## config.mk

```make
export PLATFORM = sky130hd
export DESIGN_NAME = xbm_bitmap_text_decoder_flat
export DESIGN_NICKNAME = d
export VERILOG_FILES = /design/src/rtl/xbm_pkg.sv /design/src/rtl/xbm_ifs.sv /design/src/rtl/xbm_front.sv /design/src/rtl/xbm_queue.sv /design/src/rtl/xbm_back.sv /design/src/rtl/xbm_bitmap_text_decoder.sv /design/src/flat_wrapper.sv
export SDC_FILE = /design/constraint.sdc
export NUM_CORES = 1
export LEC_CHECK = 0
export ABC_AREA = 0
export ABC_CLOCK_PERIOD_IN_PS = 6590
export BUFFER_PORTS_ARGS = -buffer_cell sky130_fd_sc_hd__buf_2
export CORE_ASPECT_RATIO = 0.7
export CORE_MARGIN = 1.5
export CORE_UTILIZATION = 39
export CTS_CLUSTER_DIAMETER = 200
export DETAILED_ROUTE_END_ITERATION = 10
export GPL_TIMING_DRIVEN = 1
export PLACE_DENSITY = 0.54
export SLEW_MARGIN = 20
export SYNTH_ARGS = -nofsm -noshare
export SYNTH_HDL_FRONTEND = slang
export SYNTH_SLANG_ARGS = --single-unit
```

## constraint.sdc

```tcl
create_clock -name i_clk -period 6.59 [get_ports i_clk]
set_input_delay 1.318 -clock i_clk [delete_from_list [all_inputs] [get_ports i_clk]]
set_output_delay 1.318 -clock i_clk [all_outputs]
set_load 0.01 [all_outputs]
```

## src/rtl/xbm_pkg.sv

```systemverilog
`default_nettype none
package xbm_pkg;

    // Character codes
    localparam logic [7:0] CH_HASH   = 8'h23;
    localparam logic [7:0] CH_LF     = 8'h0A;
    localparam logic [7:0] CH_CR     = 8'h0D;
    localparam logic [7:0] CH_VT     = 8'h0B;
    localparam logic [7:0] CH_FF     = 8'h0C;
    localparam logic [7:0] CH_SPACE  = 8'h20;
    localparam logic [7:0] CH_TAB    = 8'h09;
    localparam logic [7:0] CH_PLUS   = 8'h2B;
    localparam logic [7:0] CH_ZERO   = 8'h30;
    localparam logic [7:0] CH_UNDER  = 8'h5F;
    localparam logic [7:0] CH_BRACE  = 8'h7B;
    localparam logic [7:0] CH_LOW_D  = 8'h64;
    localparam logic [7:0] CH_LOW_X  = 8'h78;
    localparam logic [7:0] CH_UP_X   = 8'h58;

    localparam int          KW_LEN      = 6;
    localparam logic [39:0] SUFFIX_W    = "htdiw";   // "width", first char lowest
    localparam logic [47:0] SUFFIX_H    = "thgieh";  // "height", first char lowest
    localparam logic [16:0] LIT_CAP     = 17'h10000;
    localparam logic [16:0] MAX_DIMENSION = 17'd65535;
    localparam int          PADDR_W     = 2;
    localparam logic [PADDR_W-1:0] REG_REVERSE = '0;

    typedef enum logic [1:0] {
        PH_HEADER = 2'd0,
        PH_IMAGE  = 2'd1,
        PH_DONE   = 2'd2,
        PH_ERROR  = 2'd3
    } t_phase;

    typedef enum logic [3:0] {
        HS_LINE_START   = 4'd0,
        HS_SKIP_LINE    = 4'd1,
        HS_AFTER_HASH   = 4'd2,
        HS_KEYWORD      = 4'd3,
        HS_AFTER_DEFINE = 4'd4,
        HS_NAME         = 4'd5,
        HS_BEFORE_NUM   = 4'd6,
        HS_AFTER_SIGN   = 4'd7,
        HS_NUM          = 4'd8,
        HS_SEEK_BRACE   = 4'd9
    } t_hstep;

    typedef enum logic [2:0] {
        LIT_NONE      = 3'd0,
        LIT_ZERO      = 3'd1,
        LIT_HEXPREFIX = 3'd2,
        LIT_OCTAL     = 3'd3,
        LIT_DECIMAL   = 3'd4,
        LIT_HEX       = 3'd5
    } t_radix;

    typedef enum logic [1:0] {
        KIND_PIXEL  = 2'd0,
        KIND_HEADER = 2'd1,
        KIND_ERROR  = 2'd2
    } t_kind;

    // Classified character from the front end
    typedef struct packed {
        logic [7:0] data;
        logic       last;
        logic       digit;
        logic       alpha;
        logic       blank;
        logic       octal;
        logic       hex_ok;
        logic [3:0] hex_val;
        logic       num_space;
    } t_char_info;

    typedef struct packed {
        t_radix      radix;
        logic [16:0] value;
        logic [7:0]  low;
    } t_lit;

    typedef struct packed {
        t_kind       kind;
        logic [7:0]  pixel_byte;
        logic [15:0] row_index;
        logic [12:0] byte_column;
        logic        row_end;
        logic        image_done;
        logic [15:0] image_width;
        logic [15:0] image_height;
    } t_result;

    function automatic logic [7:0] kw_char(input logic [2:0] idx);
        logic [7:0] ch;
        unique case (idx)
            3'd0:    ch = "d";
            3'd1:    ch = "e";
            3'd2:    ch = "f";
            3'd3:    ch = "i";
            3'd4:    ch = "n";
            3'd5:    ch = "e";
            default: ch = 8'h00;
        endcase
        return ch;
    endfunction

    function automatic logic [7:0] rev8(input logic [7:0] v);
        logic [7:0] r;
        for (int i = 0; i < 8; i++) r[7-i] = v[i];
        return r;
    endfunction

endpackage
`default_nettype wire

```

## src/rtl/xbm_ifs.sv

```systemverilog
`default_nettype none
interface xbm_in_if;
    logic       valid;
    logic       ready;
    logic [7:0] data_byte;
    logic       end_of_data;
    modport source (output valid, data_byte, end_of_data, input ready);
    modport sink   (input valid, data_byte, end_of_data, output ready);
endinterface

interface xbm_out_if;
    logic        valid;
    logic        ready;
    logic [1:0]  kind;
    logic [7:0]  pixel_byte;
    logic [15:0] row_index;
    logic [12:0] byte_column;
    logic        row_end;
    logic        image_done;
    logic [15:0] image_width;
    logic [15:0] image_height;
    modport source (output valid, kind, pixel_byte, row_index, byte_column, row_end,
                    image_done, image_width, image_height, input ready);
    modport sink   (input valid, kind, pixel_byte, row_index, byte_column, row_end,
                    image_done, image_width, image_height, output ready);
endinterface
`default_nettype wire

```

## src/rtl/xbm_front.sv

```systemverilog
`default_nettype none
module xbm_front (
    input  wire logic [7:0]         i_data,
    input  wire logic               i_last,
    output xbm_pkg::t_char_info     o_info
);
    import xbm_pkg::*;

    logic [7:0] c;
    assign c = i_data;

    // Classify the character for the parser
    always_comb begin
        o_info.data      = c;
        o_info.last      = i_last;
        o_info.digit     = (c >= "0") && (c <= "9");
        o_info.alpha     = ((c >= "a") && (c <= "z")) || ((c >= "A") && (c <= "Z"));
        o_info.blank     = (c == CH_SPACE) || (c == CH_TAB);
        o_info.octal     = (c >= "0") && (c <= "7");
        o_info.num_space = o_info.blank || (c == CH_LF) || (c == CH_CR) ||
                           (c == CH_VT) || (c == CH_FF);
        o_info.hex_ok    = 1'b0;
        o_info.hex_val   = 4'd0;
        if (o_info.digit) begin
            o_info.hex_ok  = 1'b1;
            o_info.hex_val = 4'(c - "0");
        end else if ((c >= "a") && (c <= "f")) begin
            o_info.hex_ok  = 1'b1;
            o_info.hex_val = 4'(c - "a" + 8'd10);
        end else if ((c >= "A") && (c <= "F")) begin
            o_info.hex_ok  = 1'b1;
            o_info.hex_val = 4'(c - "A" + 8'd10);
        end
    end

endmodule
`default_nettype wire

```

## src/rtl/xbm_queue.sv

```systemverilog
`default_nettype none
module xbm_queue (
    input  wire logic               i_clk,
    input  wire logic               i_rst_n,
    input  wire logic               i_push,
    input  xbm_pkg::t_char_info     i_item,
    output logic                    o_full,
    input  wire logic               i_pop,
    output logic                    o_valid,
    output xbm_pkg::t_char_info     o_item
);
    import xbm_pkg::*;

    t_char_info r_mem [2];
    logic       r_wr, r_rd;
    logic [1:0] r_count;

    assign o_full  = (r_count == 2'd2);
    assign o_valid = (r_count != 2'd0);
    assign o_item  = r_mem[r_rd];

    // Store pushed items
    always_ff @(posedge i_clk) begin
        if (i_push) r_mem[r_wr] <= i_item;
    end

    // Advance pointers and count
    always_ff @(posedge i_clk) begin
        if (!i_rst_n) begin
            r_wr    <= 1'b0;
            r_rd    <= 1'b0;
            r_count <= 2'd0;
        end else begin
            if (i_push) r_wr <= ~r_wr;
            if (i_pop)  r_rd <= ~r_rd;
            r_count <= r_count + 2'(i_push) - 2'(i_pop);
        end
    end

    a_count_max: assert property (@(posedge i_clk) disable iff (!i_rst_n)
        r_count <= 2'd2) else $error("queue count overflow");
    a_no_pop_empty: assert property (@(posedge i_clk) disable iff (!i_rst_n)
        i_pop |-> o_valid) else $error("pop from empty queue");
    a_no_push_full: assert property (@(posedge i_clk) disable iff (!i_rst_n)
        i_push |-> !o_full) else $error("push into full queue");

endmodule
`default_nettype wire

```

## src/rtl/xbm_back.sv

```systemverilog
`default_nettype none
module xbm_back (
    input  wire logic               i_clk,
    input  wire logic               i_rst_n,
    input  wire logic               i_reverse,
    input  wire logic               i_valid,
    input  xbm_pkg::t_char_info     i_item,
    output logic                    o_pop,
    output logic                    o_res_valid,
    output xbm_pkg::t_result        o_res,
    input  wire logic               i_res_ready
);
    import xbm_pkg::*;

    typedef struct packed {
        logic [47:0] chars;
        logic [2:0]  len;
        logic        us;
        logic        ubl;
    } t_name;

    typedef struct packed {
        logic ok;
        t_lit lit;
    } t_feed;

    t_phase      r_phase, n_phase;
    t_hstep      r_hs, n_hs;
    logic [2:0]  r_kw, n_kw;
    t_name       r_name, n_name;
    logic        r_dimh, n_dimh;
    t_lit        r_lit, n_lit;
    logic        r_ws, n_ws, r_hseen, n_hseen;
    logic [15:0] r_wv, n_wv, r_hv, n_hv;
    logic [16:0] r_col, n_col;
    logic [15:0] r_row, n_row;
    logic        r_out_valid;
    t_result     r_out;

    logic        fire;
    logic        res_valid;
    t_result     res;
    t_char_info  ci;
    t_feed       feed;
    logic        ln_nl;
    logic [16:0] e_col;
    logic [16:0] e_row;
    logic        e_re, e_done;
    logic [7:0]  e_pix;

    function automatic t_name name_char(input t_name nm, input logic [7:0] c);
        t_name r;
        r = nm;
        if (nm.us) r.ubl = 1'b1;
        if (c == CH_UNDER) begin
            r.us    = 1'b1;
            r.chars = '0;
            r.len   = 3'd0;
        end else if (nm.len < 3'd6) begin
            r.chars[8*nm.len +: 8] = c;
            r.len = nm.len + 3'd1;
        end else begin
            r.len = 3'd7;
        end
        return r;
    endfunction

    function automatic t_lit lit_add(input t_lit l, input t_radix rd, input logic [3:0] d);
        t_lit        r;
        logic [20:0] v;
        logic [7:0]  lo;
        v  = 21'(l.value);
        lo = l.low;
        unique case (rd)
            LIT_OCTAL:   begin v = v << 3; lo = lo << 3; end
            LIT_DECIMAL: begin v = (v << 3) + (v << 1); lo = (lo << 3) + (lo << 1); end
            default:     begin v = v << 4; lo = lo << 4; end
        endcase
        v = v + 21'(d);
        r.radix = rd;
        r.value = (v > 21'(LIT_CAP)) ? LIT_CAP : v[16:0];
        r.low   = lo + 8'(d);
        return r;
    endfunction

    function automatic t_lit lit_start(input t_char_info c);
        t_lit r;
        r.value = 17'(c.hex_val);
        r.low   = 8'(c.hex_val);
        r.radix = (c.data == CH_ZERO) ? LIT_ZERO : LIT_DECIMAL;
        return r;
    endfunction

    function automatic t_feed lit_feed(input t_lit l, input t_char_info c);
        t_feed f;
        f.ok  = 1'b0;
        f.lit = l;
        unique case (l.radix)
            LIT_ZERO: begin
                if (c.data == CH_LOW_X || c.data == CH_UP_X) begin
                    f.ok = 1'b1;
                    f.lit.radix = LIT_HEXPREFIX;
                end else if (c.octal) begin
                    f.ok = 1'b1;
                    f.lit = lit_add(l, LIT_OCTAL, c.hex_val);
                end
            end
            LIT_OCTAL: begin
                if (c.octal) begin
                    f.ok = 1'b1;
                    f.lit = lit_add(l, LIT_OCTAL, c.hex_val);
                end
            end
            LIT_DECIMAL: begin
                if (c.digit) begin
                    f.ok = 1'b1;
                    f.lit = lit_add(l, LIT_DECIMAL, c.hex_val);
                end
            end
            LIT_HEXPREFIX, LIT_HEX: begin
                if (c.hex_ok) begin
                    f.ok = 1'b1;
                    f.lit = lit_add(l, LIT_HEX, c.hex_val);
                end
            end
            default: f.ok = 1'b0;
        endcase
        return f;
    endfunction

    assign ci    = i_item;
    assign fire  = i_valid && (!r_out_valid || i_res_ready);
    assign o_pop = fire;
    assign feed  = lit_feed(r_lit, ci);
    assign ln_nl = (ci.data == CH_LF);

    // Pixel placement for a byte emitted now
    always_comb begin
        e_pix  = i_reverse ? rev8(r_lit.low) : r_lit.low;
        e_col  = r_col + 17'd8;
        e_row  = 17'(r_row) + 17'd1;
        e_re   = (e_col >= 17'(r_wv));
        e_done = e_re && (e_row >= 17'(r_hv));
    end

    // Parse one character
    always_comb begin
        n_phase = r_phase; n_hs = r_hs; n_kw = r_kw; n_name = r_name;
        n_dimh = r_dimh; n_lit = r_lit; n_ws = r_ws; n_hseen = r_hseen;
        n_wv = r_wv; n_hv = r_hv; n_col = r_col; n_row = r_row;
        res_valid = 1'b0;
        res = '0;
        res.kind = KIND_ERROR;
        res.image_width  = r_wv;
        res.image_height = r_hv;

        unique case (r_phase)
            PH_HEADER: begin
                if (ci.last) begin
                    n_phase = PH_ERROR; res_valid = 1'b1;
                end else if (r_hs == HS_SEEK_BRACE) begin
                    if (ci.data == CH_BRACE) begin
                        n_phase = PH_IMAGE;
                        n_col = '0;
                        n_row = '0;
                        n_lit.radix = LIT_NONE;
                        res_valid = 1'b1;
                        res.kind = KIND_HEADER;
                    end
                end else begin
                    logic err;
                    err = 1'b0;
                    unique case (r_hs)
                        HS_LINE_START: begin
                            if (ci.data == CH_HASH) n_hs = HS_AFTER_HASH;
                            else if (ln_nl) n_hs = (r_ws && r_hseen) ? HS_SEEK_BRACE
                                                                    : HS_LINE_START;
                            else n_hs = HS_SKIP_LINE;
                        end
                        HS_SKIP_LINE: begin
                            if (ln_nl) n_hs = (r_ws && r_hseen) ? HS_SEEK_BRACE
                                                                : HS_LINE_START;
                        end
                        HS_AFTER_HASH: begin
                            if (!ci.blank) begin
                                if (ci.data != CH_LOW_D) err = 1'b1;
                                else begin
                                    n_kw = 3'd1;
                                    n_hs = HS_KEYWORD;
                                end
                            end
                        end
                        HS_KEYWORD: begin
                            if (r_kw >= 3'(KW_LEN) || ci.data != kw_char(r_kw)) err = 1'b1;
                            else begin
                                n_kw = r_kw + 3'd1;
                                if (n_kw == 3'(KW_LEN)) n_hs = HS_AFTER_DEFINE;
                            end
                        end
                        HS_AFTER_DEFINE: begin
                            if (!ci.blank) begin
                                if (ci.data == CH_LF || ci.data == CH_CR) err = 1'b1;
                                else begin
                                    n_name = name_char('0, ci.data);
                                    n_hs = HS_NAME;
                                end
                            end
                        end
                        HS_NAME: begin
                            if (ci.data == CH_LF || ci.data == CH_CR) err = 1'b1;
                            else if (!ci.blank) n_name = name_char(r_name, ci.data);
                            else if (!r_name.ubl) err = 1'b1;
                            else if (r_name.len == 3'd5 && r_name.chars[39:0] == SUFFIX_W)
                                begin
                                n_dimh = 1'b0; n_hs = HS_BEFORE_NUM;
                            end else if (r_name.len == 3'd6 && r_name.chars == SUFFIX_H)
                                begin
                                n_dimh = 1'b1; n_hs = HS_BEFORE_NUM;
                            end else n_hs = HS_SKIP_LINE;
                        end
                        HS_BEFORE_NUM: begin
                            if (!ci.num_space) begin
                                if (ci.data == CH_PLUS) n_hs = HS_AFTER_SIGN;
                                else if (!ci.digit) err = 1'b1;
                                else begin
                                    n_lit = lit_start(ci);
                                    n_hs = HS_NUM;
                                end
                            end
                        end
                        HS_AFTER_SIGN: begin
                            if (!ci.digit) err = 1'b1;
                            else begin
                                n_lit = lit_start(ci);
                                n_hs = HS_NUM;
                            end
                        end
                        HS_NUM: begin
                            if (feed.ok) n_lit = feed.lit;
                            else if (r_lit.radix == LIT_HEXPREFIX || r_lit.value < 17'd1 ||
                                     r_lit.value > MAX_DIMENSION) err = 1'b1;
                            else begin
                                if (r_dimh) begin
                                    n_hv = r_lit.value[15:0]; n_hseen = 1'b1;
                                end else begin
                                    n_wv = r_lit.value[15:0]; n_ws = 1'b1;
                                end
                                n_lit.radix = LIT_NONE;
                                if (ln_nl) n_hs = (n_ws && n_hseen) ? HS_SEEK_BRACE
                                                                    : HS_LINE_START;
                                else n_hs = HS_SKIP_LINE;
                            end
                        end
                        default: err = 1'b1;
                    endcase
                    if (err) begin
                        n_phase = PH_ERROR; res_valid = 1'b1;
                    end
                end
            end
            PH_IMAGE: begin
                logic do_emit, then_fail;
                do_emit = 1'b0; then_fail = 1'b0;
                if (r_lit.radix == LIT_NONE) begin
                    if (ci.digit) n_lit = lit_start(ci);
                    else if (ci.alpha) begin
                        n_phase = PH_ERROR; res_valid = 1'b1;
                    end
                end else if (feed.ok) n_lit = feed.lit;
                else begin
                    do_emit = 1'b1;
                    then_fail = (r_lit.radix == LIT_HEXPREFIX) || ci.alpha;
                end
                if (do_emit) begin
                    res_valid = 1'b1;
                    res.kind = KIND_PIXEL;
                    res.pixel_byte = e_pix;
                    res.row_index = r_row;
                    res.byte_column = r_col[15:3];
                    res.row_end = e_re;
                    res.image_done = e_done;
                    n_lit.radix = LIT_NONE;
                    n_col = e_re ? 17'd0 : e_col;
                    if (e_re) n_row = e_row[15:0];
                    if (e_done) n_phase = PH_DONE;
                    else if (then_fail) begin
                        n_phase = PH_ERROR;
                        res = '0; res.kind = KIND_ERROR;
                        res.image_width = r_wv; res.image_height = r_hv;
                    end else if (ci.digit) n_lit = lit_start(ci);
                end
                if (ci.last && n_phase == PH_IMAGE) begin
                    n_phase = PH_ERROR; res_valid = 1'b1;
                    res = '0; res.kind = KIND_ERROR;
                    res.image_width = r_wv; res.image_height = r_hv;
                end
            end
            default: res_valid = 1'b0;
        endcase
    end

    // Parser state
    always_ff @(posedge i_clk) begin
        if (!i_rst_n) begin
            r_phase <= PH_HEADER; r_hs <= HS_LINE_START; r_kw <= '0;
            r_name <= '0; r_dimh <= 1'b0; r_lit <= '{LIT_NONE, 17'd0, 8'd0};
            r_ws <= 1'b0; r_hseen <= 1'b0; r_wv <= '0; r_hv <= '0;
            r_col <= '0; r_row <= '0;
        end else if (fire) begin
            r_phase <= n_phase; r_hs <= n_hs; r_kw <= n_kw; r_name <= n_name;
            r_dimh <= n_dimh; r_lit <= n_lit; r_ws <= n_ws; r_hseen <= n_hseen;
            r_wv <= n_wv; r_hv <= n_hv; r_col <= n_col; r_row <= n_row;
        end
    end

    // Output register: load a new result, drop when taken
    always_ff @(posedge i_clk) begin
        if (!i_rst_n) r_out_valid <= 1'b0;
        else if (fire && res_valid) r_out_valid <= 1'b1;
        else if (i_res_ready) r_out_valid <= 1'b0;
    end
    always_ff @(posedge i_clk) begin
        if (fire && res_valid) r_out <= res;
    end

    assign o_res_valid = r_out_valid;
    assign o_res       = r_out;

    a_final_sticky: assert property (@(posedge i_clk) disable iff (!i_rst_n)
        (r_phase == PH_DONE || r_phase == PH_ERROR) |=> $stable(r_phase))
        else $error("final phase left");
    a_pixel_in_image: assert property (@(posedge i_clk) disable iff (!i_rst_n)
        (fire && res_valid && res.kind == KIND_PIXEL) |-> (r_phase == PH_IMAGE))
        else $error("pixel outside image");
    a_done_ends_row: assert property (@(posedge i_clk) disable iff (!i_rst_n)
        (r_out_valid && r_out.image_done) |-> r_out.row_end)
        else $error("image done without row end");
    a_dims_known: assert property (@(posedge i_clk) disable iff (!i_rst_n)
        (r_phase == PH_IMAGE) |-> (r_ws && r_hseen && r_wv != 16'd0))
        else $error("image phase without dimensions");

endmodule
`default_nettype wire

```

## src/rtl/xbm_bitmap_text_decoder.sv

```systemverilog
`default_nettype none
// Channel   Dir  Handshake      Payload
// i_in      in   valid/ready    data_byte, end_of_data
// o_out     out  valid/ready    kind, pixel_byte, row_index, byte_column, row_end,
//                               image_done, image_width, image_height
// apb       in   psel/penable   reverse_bits at byte address 0
//
// One text byte per cycle sustained while o_out is ready; a result reaches o_out
// after its byte is accepted by way of the queue, whose head the parser reads, and
// the output register, which loads the parser's result.
// The parser register update is the loop that sets this rate.
// Synchronous active-low reset; the block then waits for a header.
// Input and output stall independently through the queue and output register.
module xbm_bitmap_text_decoder (
    input  wire logic                        i_clk,
    input  wire logic                        i_rst_n,
    xbm_in_if.sink                           i_in,
    xbm_out_if.source                        o_out,
    input  wire logic                        psel,
    input  wire logic                        penable,
    input  wire logic                        pwrite,
    input  wire logic [xbm_pkg::PADDR_W-1:0] paddr,
    input  wire logic [31:0]                 pwdata,
    output logic [31:0]                      prdata,
    output logic                             pready
);
    import xbm_pkg::*;

    t_char_info f_info, q_item;
    t_result    res;
    logic       q_full, q_valid, q_pop, push;
    logic       r_reverse;

    // Configuration register
    assign pready = 1'b1;
    assign prdata = {31'd0, r_reverse};
    always_ff @(posedge i_clk) begin
        if (!i_rst_n) r_reverse <= 1'b0;
        else if (psel && penable && pwrite && (paddr == REG_REVERSE)) r_reverse <= pwdata[0];
    end

    assign i_in.ready = !q_full;
    assign push       = i_in.valid && !q_full;

    xbm_front u_front (
        .i_data (i_in.data_byte),
        .i_last (i_in.end_of_data),
        .o_info (f_info)
    );

    xbm_queue u_queue (
        .i_clk   (i_clk),
        .i_rst_n (i_rst_n),
        .i_push  (push),
        .i_item  (f_info),
        .o_full  (q_full),
        .i_pop   (q_pop),
        .o_valid (q_valid),
        .o_item  (q_item)
    );

    xbm_back u_back (
        .i_clk       (i_clk),
        .i_rst_n     (i_rst_n),
        .i_reverse   (r_reverse),
        .i_valid     (q_valid),
        .i_item      (q_item),
        .o_pop       (q_pop),
        .o_res_valid (o_out.valid),
        .o_res       (res),
        .i_res_ready (o_out.ready)
    );

    assign o_out.kind         = res.kind;
    assign o_out.pixel_byte   = res.pixel_byte;
    assign o_out.row_index    = res.row_index;
    assign o_out.byte_column  = res.byte_column;
    assign o_out.row_end      = res.row_end;
    assign o_out.image_done   = res.image_done;
    assign o_out.image_width  = res.image_width;
    assign o_out.image_height = res.image_height;

endmodule
`default_nettype wire

```

## src/flat_wrapper.sv

```systemverilog
// flat-port wrapper written by rule: the top's interface ports become plain ports
module xbm_bitmap_text_decoder_flat import xbm_pkg::*;
  (i_clk, i_rst_n, psel, penable, pwrite, paddr, pwdata, prdata, pready, i_in_valid, i_in_data_byte, i_in_end_of_data, i_in_ready, o_out_valid, o_out_kind, o_out_pixel_byte, o_out_row_index, o_out_byte_column, o_out_row_end, o_out_image_done, o_out_image_width, o_out_image_height, o_out_ready);
  xbm_in_if i_in_i ();
  xbm_out_if o_out_i ();
  input  wire logic i_clk;
  input  wire logic i_rst_n;
  input  wire logic psel;
  input  wire logic penable;
  input  wire logic pwrite;
  input  wire logic [xbm_pkg::PADDR_W-1:0] paddr;
  input  wire logic [31:0] pwdata;
  output logic [31:0] prdata;
  output logic pready;
  input wire logic [$bits(i_in_i.valid)-1:0] i_in_valid;
  input wire logic [$bits(i_in_i.data_byte)-1:0] i_in_data_byte;
  input wire logic [$bits(i_in_i.end_of_data)-1:0] i_in_end_of_data;
  output wire logic [$bits(i_in_i.ready)-1:0] i_in_ready;
  output wire logic [$bits(o_out_i.valid)-1:0] o_out_valid;
  output wire logic [$bits(o_out_i.kind)-1:0] o_out_kind;
  output wire logic [$bits(o_out_i.pixel_byte)-1:0] o_out_pixel_byte;
  output wire logic [$bits(o_out_i.row_index)-1:0] o_out_row_index;
  output wire logic [$bits(o_out_i.byte_column)-1:0] o_out_byte_column;
  output wire logic [$bits(o_out_i.row_end)-1:0] o_out_row_end;
  output wire logic [$bits(o_out_i.image_done)-1:0] o_out_image_done;
  output wire logic [$bits(o_out_i.image_width)-1:0] o_out_image_width;
  output wire logic [$bits(o_out_i.image_height)-1:0] o_out_image_height;
  input wire logic [$bits(o_out_i.ready)-1:0] o_out_ready;
  assign i_in_i.valid = i_in_valid;
  assign i_in_i.data_byte = i_in_data_byte;
  assign i_in_i.end_of_data = i_in_end_of_data;
  assign i_in_ready = i_in_i.ready;
  assign o_out_valid = o_out_i.valid;
  assign o_out_kind = o_out_i.kind;
  assign o_out_pixel_byte = o_out_i.pixel_byte;
  assign o_out_row_index = o_out_i.row_index;
  assign o_out_byte_column = o_out_i.byte_column;
  assign o_out_row_end = o_out_i.row_end;
  assign o_out_image_done = o_out_i.image_done;
  assign o_out_image_width = o_out_i.image_width;
  assign o_out_image_height = o_out_i.image_height;
  assign o_out_i.ready = o_out_ready;
  xbm_bitmap_text_decoder u_core (.i_clk(i_clk), .i_rst_n(i_rst_n), .i_in(i_in_i), .o_out(o_out_i), .psel(psel), .penable(penable), .pwrite(pwrite), .paddr(paddr), .pwdata(pwdata), .prdata(prdata), .pready(pready));
endmodule
```

==> results of run 1 <==
[per-layer routing]
metal  GRT usage, %  routed length [um]  up-vias  share of wire, %
li1               -                   -     7353                 -
met1           35.4               26200     7220                51
met2           31.1               20400      560                40
met3           3.84                3960       61               7.7
met4           5.33                1000        0               1.9
met5              0                   0        -                 0
[sequential cells by signal, summed over array words and instances, names as in the netlist, 2 cells and up, named ones only]
name                    cells
u_core.u_back.r_phase       2
u_core.u_back.o_res        73
u_core.u_back.r_hv         16
u_core.u_back.r_kw          3
u_core.u_queue.r_mem       38
u_core.u_back.r_name       53
u_core.u_back.r_row        16
u_core.u_back.r_lit        28
u_core.u_back.r_wv         16
u_core.u_queue.r_count      2
u_core.u_back.r_col        14
u_core.u_back.r_hs          4
[synth_stat cells (all sizes together) (15+ instances only)]
master,number
nor4,24
o21a,20
nand2,222
a221oi,15
inv,74
buf,52
nand3,58
nor3,63
a22oi,34
o211ai,26
nor2,222
and2,42
a31oi,16
a21oi,151
mux2i,33
dfxtp,162
ha,78
a211oi,25
o21ai,90
xnor2,48
edfxtp,111
nand2b,18
nand4,25
clkbuf,95
nor2b,16
and3,18
a21o,17
xor2,41
[worst max-delay path, stage by stage, from the launching register on]
cell and delay [ps]:
dfxtp_2 920, mux2i_1 570, inv_1 270, ha_1 350
a21o_1 100, a21oi_1 120, nor3b_1 360, nand3_1 340
nor2_1 200, mux2_2 390, a2111o_1 370, o31ai_2 450
o211ai_1 390, o32ai_1 340
[how the worst min path moves through the flow]
stage | endpoint | slack [ps] | cells after the start
floorplan | u_core.u_back.o_res[16] | 420 | 0
global placement | u_core.u_back.o_res[20] | 450 | 0
detailed placement | u_core.u_back.o_res[22] | 440 | 0
CTS | u_core.u_back.o_res[20] | 450 | 0
global route | u_core.u_back.o_res[22] | 460 | 0
finish | u_core.u_back.o_res[22] | 460 | 0
[kinds of logic after synthesis]
group	Yosys count
muxes	46
adders and majority gates	82
and+or+nand+nor	788
buffers and inverters	221
xor gates and xnor gates	89
other	2
AOI/OAI and AO/OA	518
DFF	273
[power groups by stage]
stage	Combinational, uW	Sequential (uW)	Clock [uW]
final	1830	2260	1760
after global routing	2010	2290	1870
after CTS	1810	2250	1800
after detailed placement	1800	2290	0
after global placement	1780	2280	0
after floorplan	1210	2250	0
[layout by cell type, fill, tap and decap left out, drive strengths merged, types with 7 or more instances in the layout]
master and n:
nor2 222, o21a 20, a21o 17, nor3 63
o22ai 12, nand2b 18, nor4 24, nor3b 12
a22oi 34, nand2 222, a21oi 151, nand3b 8
xor2 41, nand3 58, nand4 25, a211o 8
a221oi 15, o221ai 10, xnor2 48, a31oi 16
and3 18, mux2i 33, dfxtp 162, o31ai 13
buf 111, ha 78, or3 11, mux2 13
o211ai 26, o2111ai 8, nor4b 7, conb 32
clkbuf 43, a211oi 25, inv 74, o21ai 90
and2 42, or2 10, nor2b 16, edfxtp 111
[layout make-up]
type	instances	area (sq um)
Clock inverter	13	176
Inverter	74	280
Tap cell	594	743
Clock buffer	43	873
Antenna cell	1	2.50
Sequential cell	273	6580
Timing Repair Buffer	111	598
Fill cell	4356	24600
Multi-Input combinational cell	1555	9730
[through the flow]
step                      instance area, sq um  util (%)  std cells  setup WS [ps]  hold WS, ps
final                                    19000      43.6       2664           1320          455
after detailed placement                 17900      41.2       2607           1360          445
after global placement                   17900      41.1       2607           1430          454
after global routing                     19000      43.6       2664            821          456
after floorplan                          17300         -       2049           1920          423
after CTS                                19000      43.6       2663           1360          453
==> impl_results.md, run 1 <==
* Logic gate share of total power at 31.3%
* Synth area leaders: edfxtp_1, dfxtp_1, ha_1
* Slew HR at 30.0%
* Worst r2r dst: u_core.u_back.r_lit[22]
* Post-synthesis sequential area ratio at 38.3%
* CTS clock-pin slew for the worst setup and hold paths at 70 ps
* Die area at 0.0453 sq mm
* Clock power share at 30.1%
* Layout area overhead at 10.7%
* Reg power frac at 38.6%
* Fraction of layout cells with a size suffix above 1 at 9.86%
* Complex-gate fraction of the synthesized area at 20.1%
* Setup TNS at 0 ps
* Clk_lat worst skew at 590 ps
* Synthesized area per cell at 8.50 sq um
* Hold Violations, Final at 0
* Main flop type after synthesis: dfxtp_1
* Mux contribution to synthesized area at 2.78%
* H-tree depth at 1
* Internal power at 3690 uW
* I/O pins at 158
* GR Overflow Total at 0
* Adder-cell share of the synthesized area at 6.16%
* IO Port Bufs at 94
* Drt pass-1 iters at 6
* Initial Util at 39.4%
* Critical path startpoint category: flop
* Mapped Area at 0.0172 sq mm
* Maximum buffer depth of the clock tree at 3
* Synth Area in Simple Gates at 22.3%
* Initial antenna violation count at 1
* Largest family of logic cells by synthesized area: simple AND/OR/NAND/NOR gates
* Core box area at 0.0436 sq mm
* GRT Resource Usage Total at 22.5%
* Arr. time, crit path at 5750 ps
* Period utilization at 79.9%
* Status: completed
* Setup Fix Bufs, Post-CTS at 0
* Final wirelength at 51600 um
* Peak VDD IR at 0.000216 V
* CTS tree: done
* Layout Skew at 24.6 ps
* Worst slew pin tran at 1050 ps
* Nets at 2177
* Flops & latches, synth at 273
* Drt drc at 0
* Register-to-Register Setup Slack at 1320 ps
* Hold path startpoint: u_core.u_back.r_wv[6]
* Clock root cell: clkbuf_16
* RSZ-0062 raised after global routing: false
* Crit end category: flop
* Post-synthesis xor/xnor area fraction at 4.54%
* Synth area leader: edfxtp_1
* Row count at 64
* Fmax at 190 MHz
* Leakage at 0.00690 uW
* Synth top area share at 19.4%
* Vias/cell at 5.70
* Largest net degree at the start of global routing at 96
* Final setup viols at 0
* Number of global-route vias before repair at 13800
* CTS resizes at 0
* Hold Path Class: reg -> reg
* Cts hold-fix bufs at 0
* Post-DP HPWL at 37600 um
* Number of buffers created by CTS at 30
* Mapped Cells at 2019
* CP endpoint: u_core.u_back.r_lit[22]
* Wire per inst at 19.4 um
* CTS Sinks at 273
* Post-synth EDFFs at 111
* Die Wd at 254 um
* Number of routed nets with antenna violations at 0
* Final Slew Violations at 0
* Switch share at 36.9%
* DRT iter0 DRCs at 1619
* Setup Crit Path Kind: reg -> reg
* Final worst path period need at 5270 ps
* Count of cell types in the netlist at 94
* First-pass GRT wire length at 80300 um
* Power per cell area at 308 mW/mm^2
* Max Cap Viol at 0
* Power consumption at 5850 uW
* Async S/R FF share, synth at 0%
* Critical path peak fanout at 41
* Total number of vias at 15200
* Total net switching power at 2160 uW
* Warnings from Yosys at 0
* RD Place Congestion at 0.929
* CP Data Required Time at 7080 ps
* Worst R2R Path Depth at 13
* Die Y at 178 um
Note: power is estimated with default switching activity, not from simulation.
==> run 2: changes to the inputs <==
- ABC_AREA: 0 -> 1
- ABC_CLOCK_PERIOD_IN_PS: 6590 -> 5120
- clock period: 6.59 -> 5.12 ns (I/O delays scaled with it)
==> run 2 against run 1 <==
First-iteration DRC count fell by 0.43%. Flip-flop and latch count unchanged. Register-to-register slack worse by 780 ps. Final cell count up 23%. Worst setup slack worse by 780 ps. Clock-buffer cell count is 1 higher. Worst hold slack is essentially flat. Largest power group is now combinational logic. Die area rose by 8.0%. Synthesized cell count increased by 28%. Critical path depth rose by 12. Total power rose by 100%.
==> impl_results.md, run 2 <==
* Status: completed
* Setup Crit Path Kind: reg -> reg
* CTS clock-pin slew for the worst setup and hold paths at 60 ps (about the same)
* Post-synthesis xor/xnor area fraction at 2.40% (-2.1 points)
* Mux contribution to synthesized area at 0.108% (-2.7 points)
* Final worst path period need at 4580 ps (-691 ps)
* Clk_lat worst skew at 590 ps (about the same)
* Layout Skew at 14.1 ps (-10.5 ps)
* Design Area, Final at 0.0204 sq mm (+7.4%)
* RSZ-0062 raised after global routing: false
* Nets at 2780 (+28%)
* Die Y at 185 um (+3.9%)
* CTS tree: done
* Worst R2R Path Depth at 25 (+12)
* Hold path startpoint: u_core.u_back.r_col[16]
* Count of cell types in the netlist at 72 (-23%)
* Hold depth at 2 (+2)
* Setup TNS at 0 ps (unchanged)
* Placed Area at 0.0194 sq mm (+8.2%)
* Fraction of layout cells with a size suffix above 1 at 12.5% (+2.6 points)
* CTS Sinks at 273 (unchanged)
* Vias/cell at 5.32 (-6.7%)
* H-tree depth at 1 (unchanged)
* Top-count cell post-synth: nand2_1
* Initial Util at 39.8% (+0.39 points)
* Met1 usage at 35.9% (+0.51 points)
* Critical path peak fanout at 46 (+12%)
* Most common library cells after synthesis: nand2_1, inv_1, nor2_1
* Synth Area in Simple Gates at 29.2% (+7.0 points)
* CP max stage delay at 390 ps (-530 ps)
* Initial antenna violation count at 0 (-1)
* Row count at 66 (+3.1%)
* Max Cap Viol at 0 (unchanged)
* Crit end category: flop
* RD Place Congestion at 0.942 (+1.4%)
* Hold Path Class: reg -> reg
* Drt drc at 0 (unchanged)
* Synthesized area per cell at 7.17 sq um (-16%)
* Adder-cell share of the synthesized area at 5.69% (-0.46 points)
* First-pass GRT wire length at 88700 um (+10%)
* Cts hold-fix bufs at 0 (unchanged)
* Most frequent cells in the layout: nand2_1, inv_1, nor2_1, dfxtp_1, o21ai_0
* Cell mode on critical path: nand2_1
* Hold Violations, Final at 0 (unchanged)
* Power per cell area at 575 mW/mm^2 (+87%)
* Met3 Usage GRT at 3.57% (-0.27 points)
* IO Port Bufs at 94 (unchanged)
* Synth top area share at 18.0% (-1.5 points)
* Wire per inst at 17.2 um (-11%)
* Number of routed nets with antenna violations at 0 (unchanged)
* ANT cells at 0 (-1)
* Complex-gate fraction of the synthesized area at 15.5% (-4.6 points)
* Peak VDD IR at 0.000364 V (+68%)
* CP Data Required Time at 5390 ps (-1690 ps)
* GR Overflow Total at 0 (unchanged)
* Slowest cell on the critical path: dfxtp_1
* Post-synthesis sequential area ratio at 35.4% (-2.9 points)
* R2r startpoint: u_core.u_back.r_row[0]
* Core box area at 0.0467 sq mm (+7.1%)
* Layout area overhead at 9.94%
* Total number of vias at 17500 (+15%)
* Warnings from Yosys at 0 (unchanged)
* Register-to-Register Setup Slack at 540 ps (-780 ps)
* Largest net degree at the start of global routing at 59 (-39%)
* Fill cells at 4834 (+11%)
* I/O pins at 158 (unchanged)
* GRT Resource Usage Total at 22.7% (+0.23 points)
* Final Slew Violations at 0 (unchanged)
* Final wirelength at 56400 um (+9.3%)
* Maximum buffer depth of the clock tree at 3 (unchanged)
* Period utilization at 89.4% (+9.4 points)
* Synth area leader: edfxtp_1
* Number of global-route vias before repair at 15800 (+14%)
* Placed Instances at 3227 (+24%)
* Number of buffers created by CTS at 30 (unchanged)
* Mapped Area at 0.0186 sq mm (+8.2%)
* Number of flip-flops in the largest register at 73 (unchanged)
* Die area at 0.0489 sq mm (+8.0%)
* Leakage at 0.00847 uW (+23%)
* Clock root cell: clkbuf_16
* Fmax at 219 MHz (+15%)
* Synth area leaders: edfxtp_1, dfxtp_1, nand2_1
* Flops & latches, synth at 273 (unchanged)
* WHS Endpoint: u_core.u_back.r_col[16]
* Critical path startpoint category: flop
* Die Wd at 264 um (+4.0%)
* Mapped Cells at 2588 (+28%)
* Worst r2r dst: u_core.u_back.o_res[27]
* Worst slew pin tran at 843 ps (-207 ps)
* Post-synth EDFFs at 111 (unchanged)
* Post-DP HPWL at 42000 um (+12%)
* Main flop type after synthesis: dfxtp_1
* Drt pass-1 iters at 5 (-1)
* Met2 Resource Use GR at 31.9% (+0.80 points)
* Arr. time, crit path at 4840 ps (-910 ps)
* Non-filler instance count after layout at 3283 (+23%)
* Final setup viols at 0 (unchanged)
* Slew HR at 43.6% (+14 points)
* Async S/R FF share, synth at 0% (unchanged)
* CTS resizes at 0 (unchanged)
* Layer with the highest usage: met1
* DRT iter0 DRCs at 1612 (-0.43%)
* Largest family of logic cells by synthesized area: simple AND/OR/NAND/NOR gates
* Most common cell after layout, fill and taps aside: nand2_1
* Setup Fix Bufs, Post-CTS at 0 (unchanged)
-- run 2: cell types whose count changed after synthesis, sizes merged, moves of 48 or more --
cell	change
inv	+299
o21ai	+73
nor2	+97
clkbuf	-48
nand3	+80
nand2	+376
-- run 2: where the power goes --
part	leakage (uW)	switching (uW)	internal, uW
Sequential	0.00236	431	2820
Clock	0.000476	947	1230
Combinational	0.00563	4440	1860
-- run 2: how the worst max path moves through the flow --
stage | slack (ps) | depth (start not counted) | to | from
detailed placement | 400 | 22 | u_core.u_back.o_res[45] | u_core.u_back.r_row[0]
CTS | 360 | 22 | u_core.u_back.o_res[45] | u_core.u_back.r_row[0]
finish | 540 | 25 | u_core.u_back.o_res[27] | u_core.u_back.r_row[0]
floorplan | 280 | 24 | u_core.u_back.o_res[0] | u_core.u_back.r_row[0]
global placement | 500 | 22 | u_core.u_back.o_res[36] | u_core.u_back.r_row[0]
global route | 140 | 25 | u_core.u_back.o_res[24] | u_core.u_back.r_row[0]
-- run 2: critical path: cells and delay by family, from the launching register on --
family | cells | cell delay, ps
simple gates | 16 | 2360
buf+inv | 5 | 770
flops | 1 | 390
fa+ha+maj | 1 | 280
compound gates | 2 | 220
xor+xnor | 1 | 200
-- run 2: kinds of logic (layout without fill, tap and decap cells) --
group / count (synthesis) / count (layout)
buffers and inverters: 501 / 554
AO/OA/AOI/OAI: 476 / 476
flip-flops: 273 / 273
multiplexers: 2 / 2
AND/OR/NAND/NOR: 1202 / 1202
adder cells (fa/ha/maj): 82 / 82
XOR/XNOR: 50 / 50
other: 2 / 32
-- run 2: final cells by class --
cell class | instances | area (sq um) | area share [%]
Tap cell | 612 | 766 | 3.75
Multi-Input combinational cell | 1844 | 9950 | 48.8
Clock inverter | 11 | 93.8 | 0.460
Inverter | 379 | 1430 | 7.01
Clock buffer | 44 | 900 | 4.41
Timing Repair Buffer | 120 | 678 | 3.32
Sequential cell | 273 | 6580 | 32.2
-- run 2: metal layers --
| metal | wire, um | share of wire [%] |
|---|---|---|
| met1 | 29200 | 52 |
| met2 | 21900 | 39 |
| met3 | 4380 | 7.8 |
| met4 | 927 | 1.6 |
| met5 | 0 | 0 |
-- run 2: metrics by stage --
step	utilization (%)	total power (uW)	hold WS, ps	worst slack (ps)
2_1_floorplan	-	7740	426	275
3_3_place_gp	41.6	9390	433	496
3_5_place_dp	41.6	9470	444	404
4_1_cts	43.7	11700	454	358
5_1_grt	43.7	12600	475	141
6_report	43.7	11700	456	544
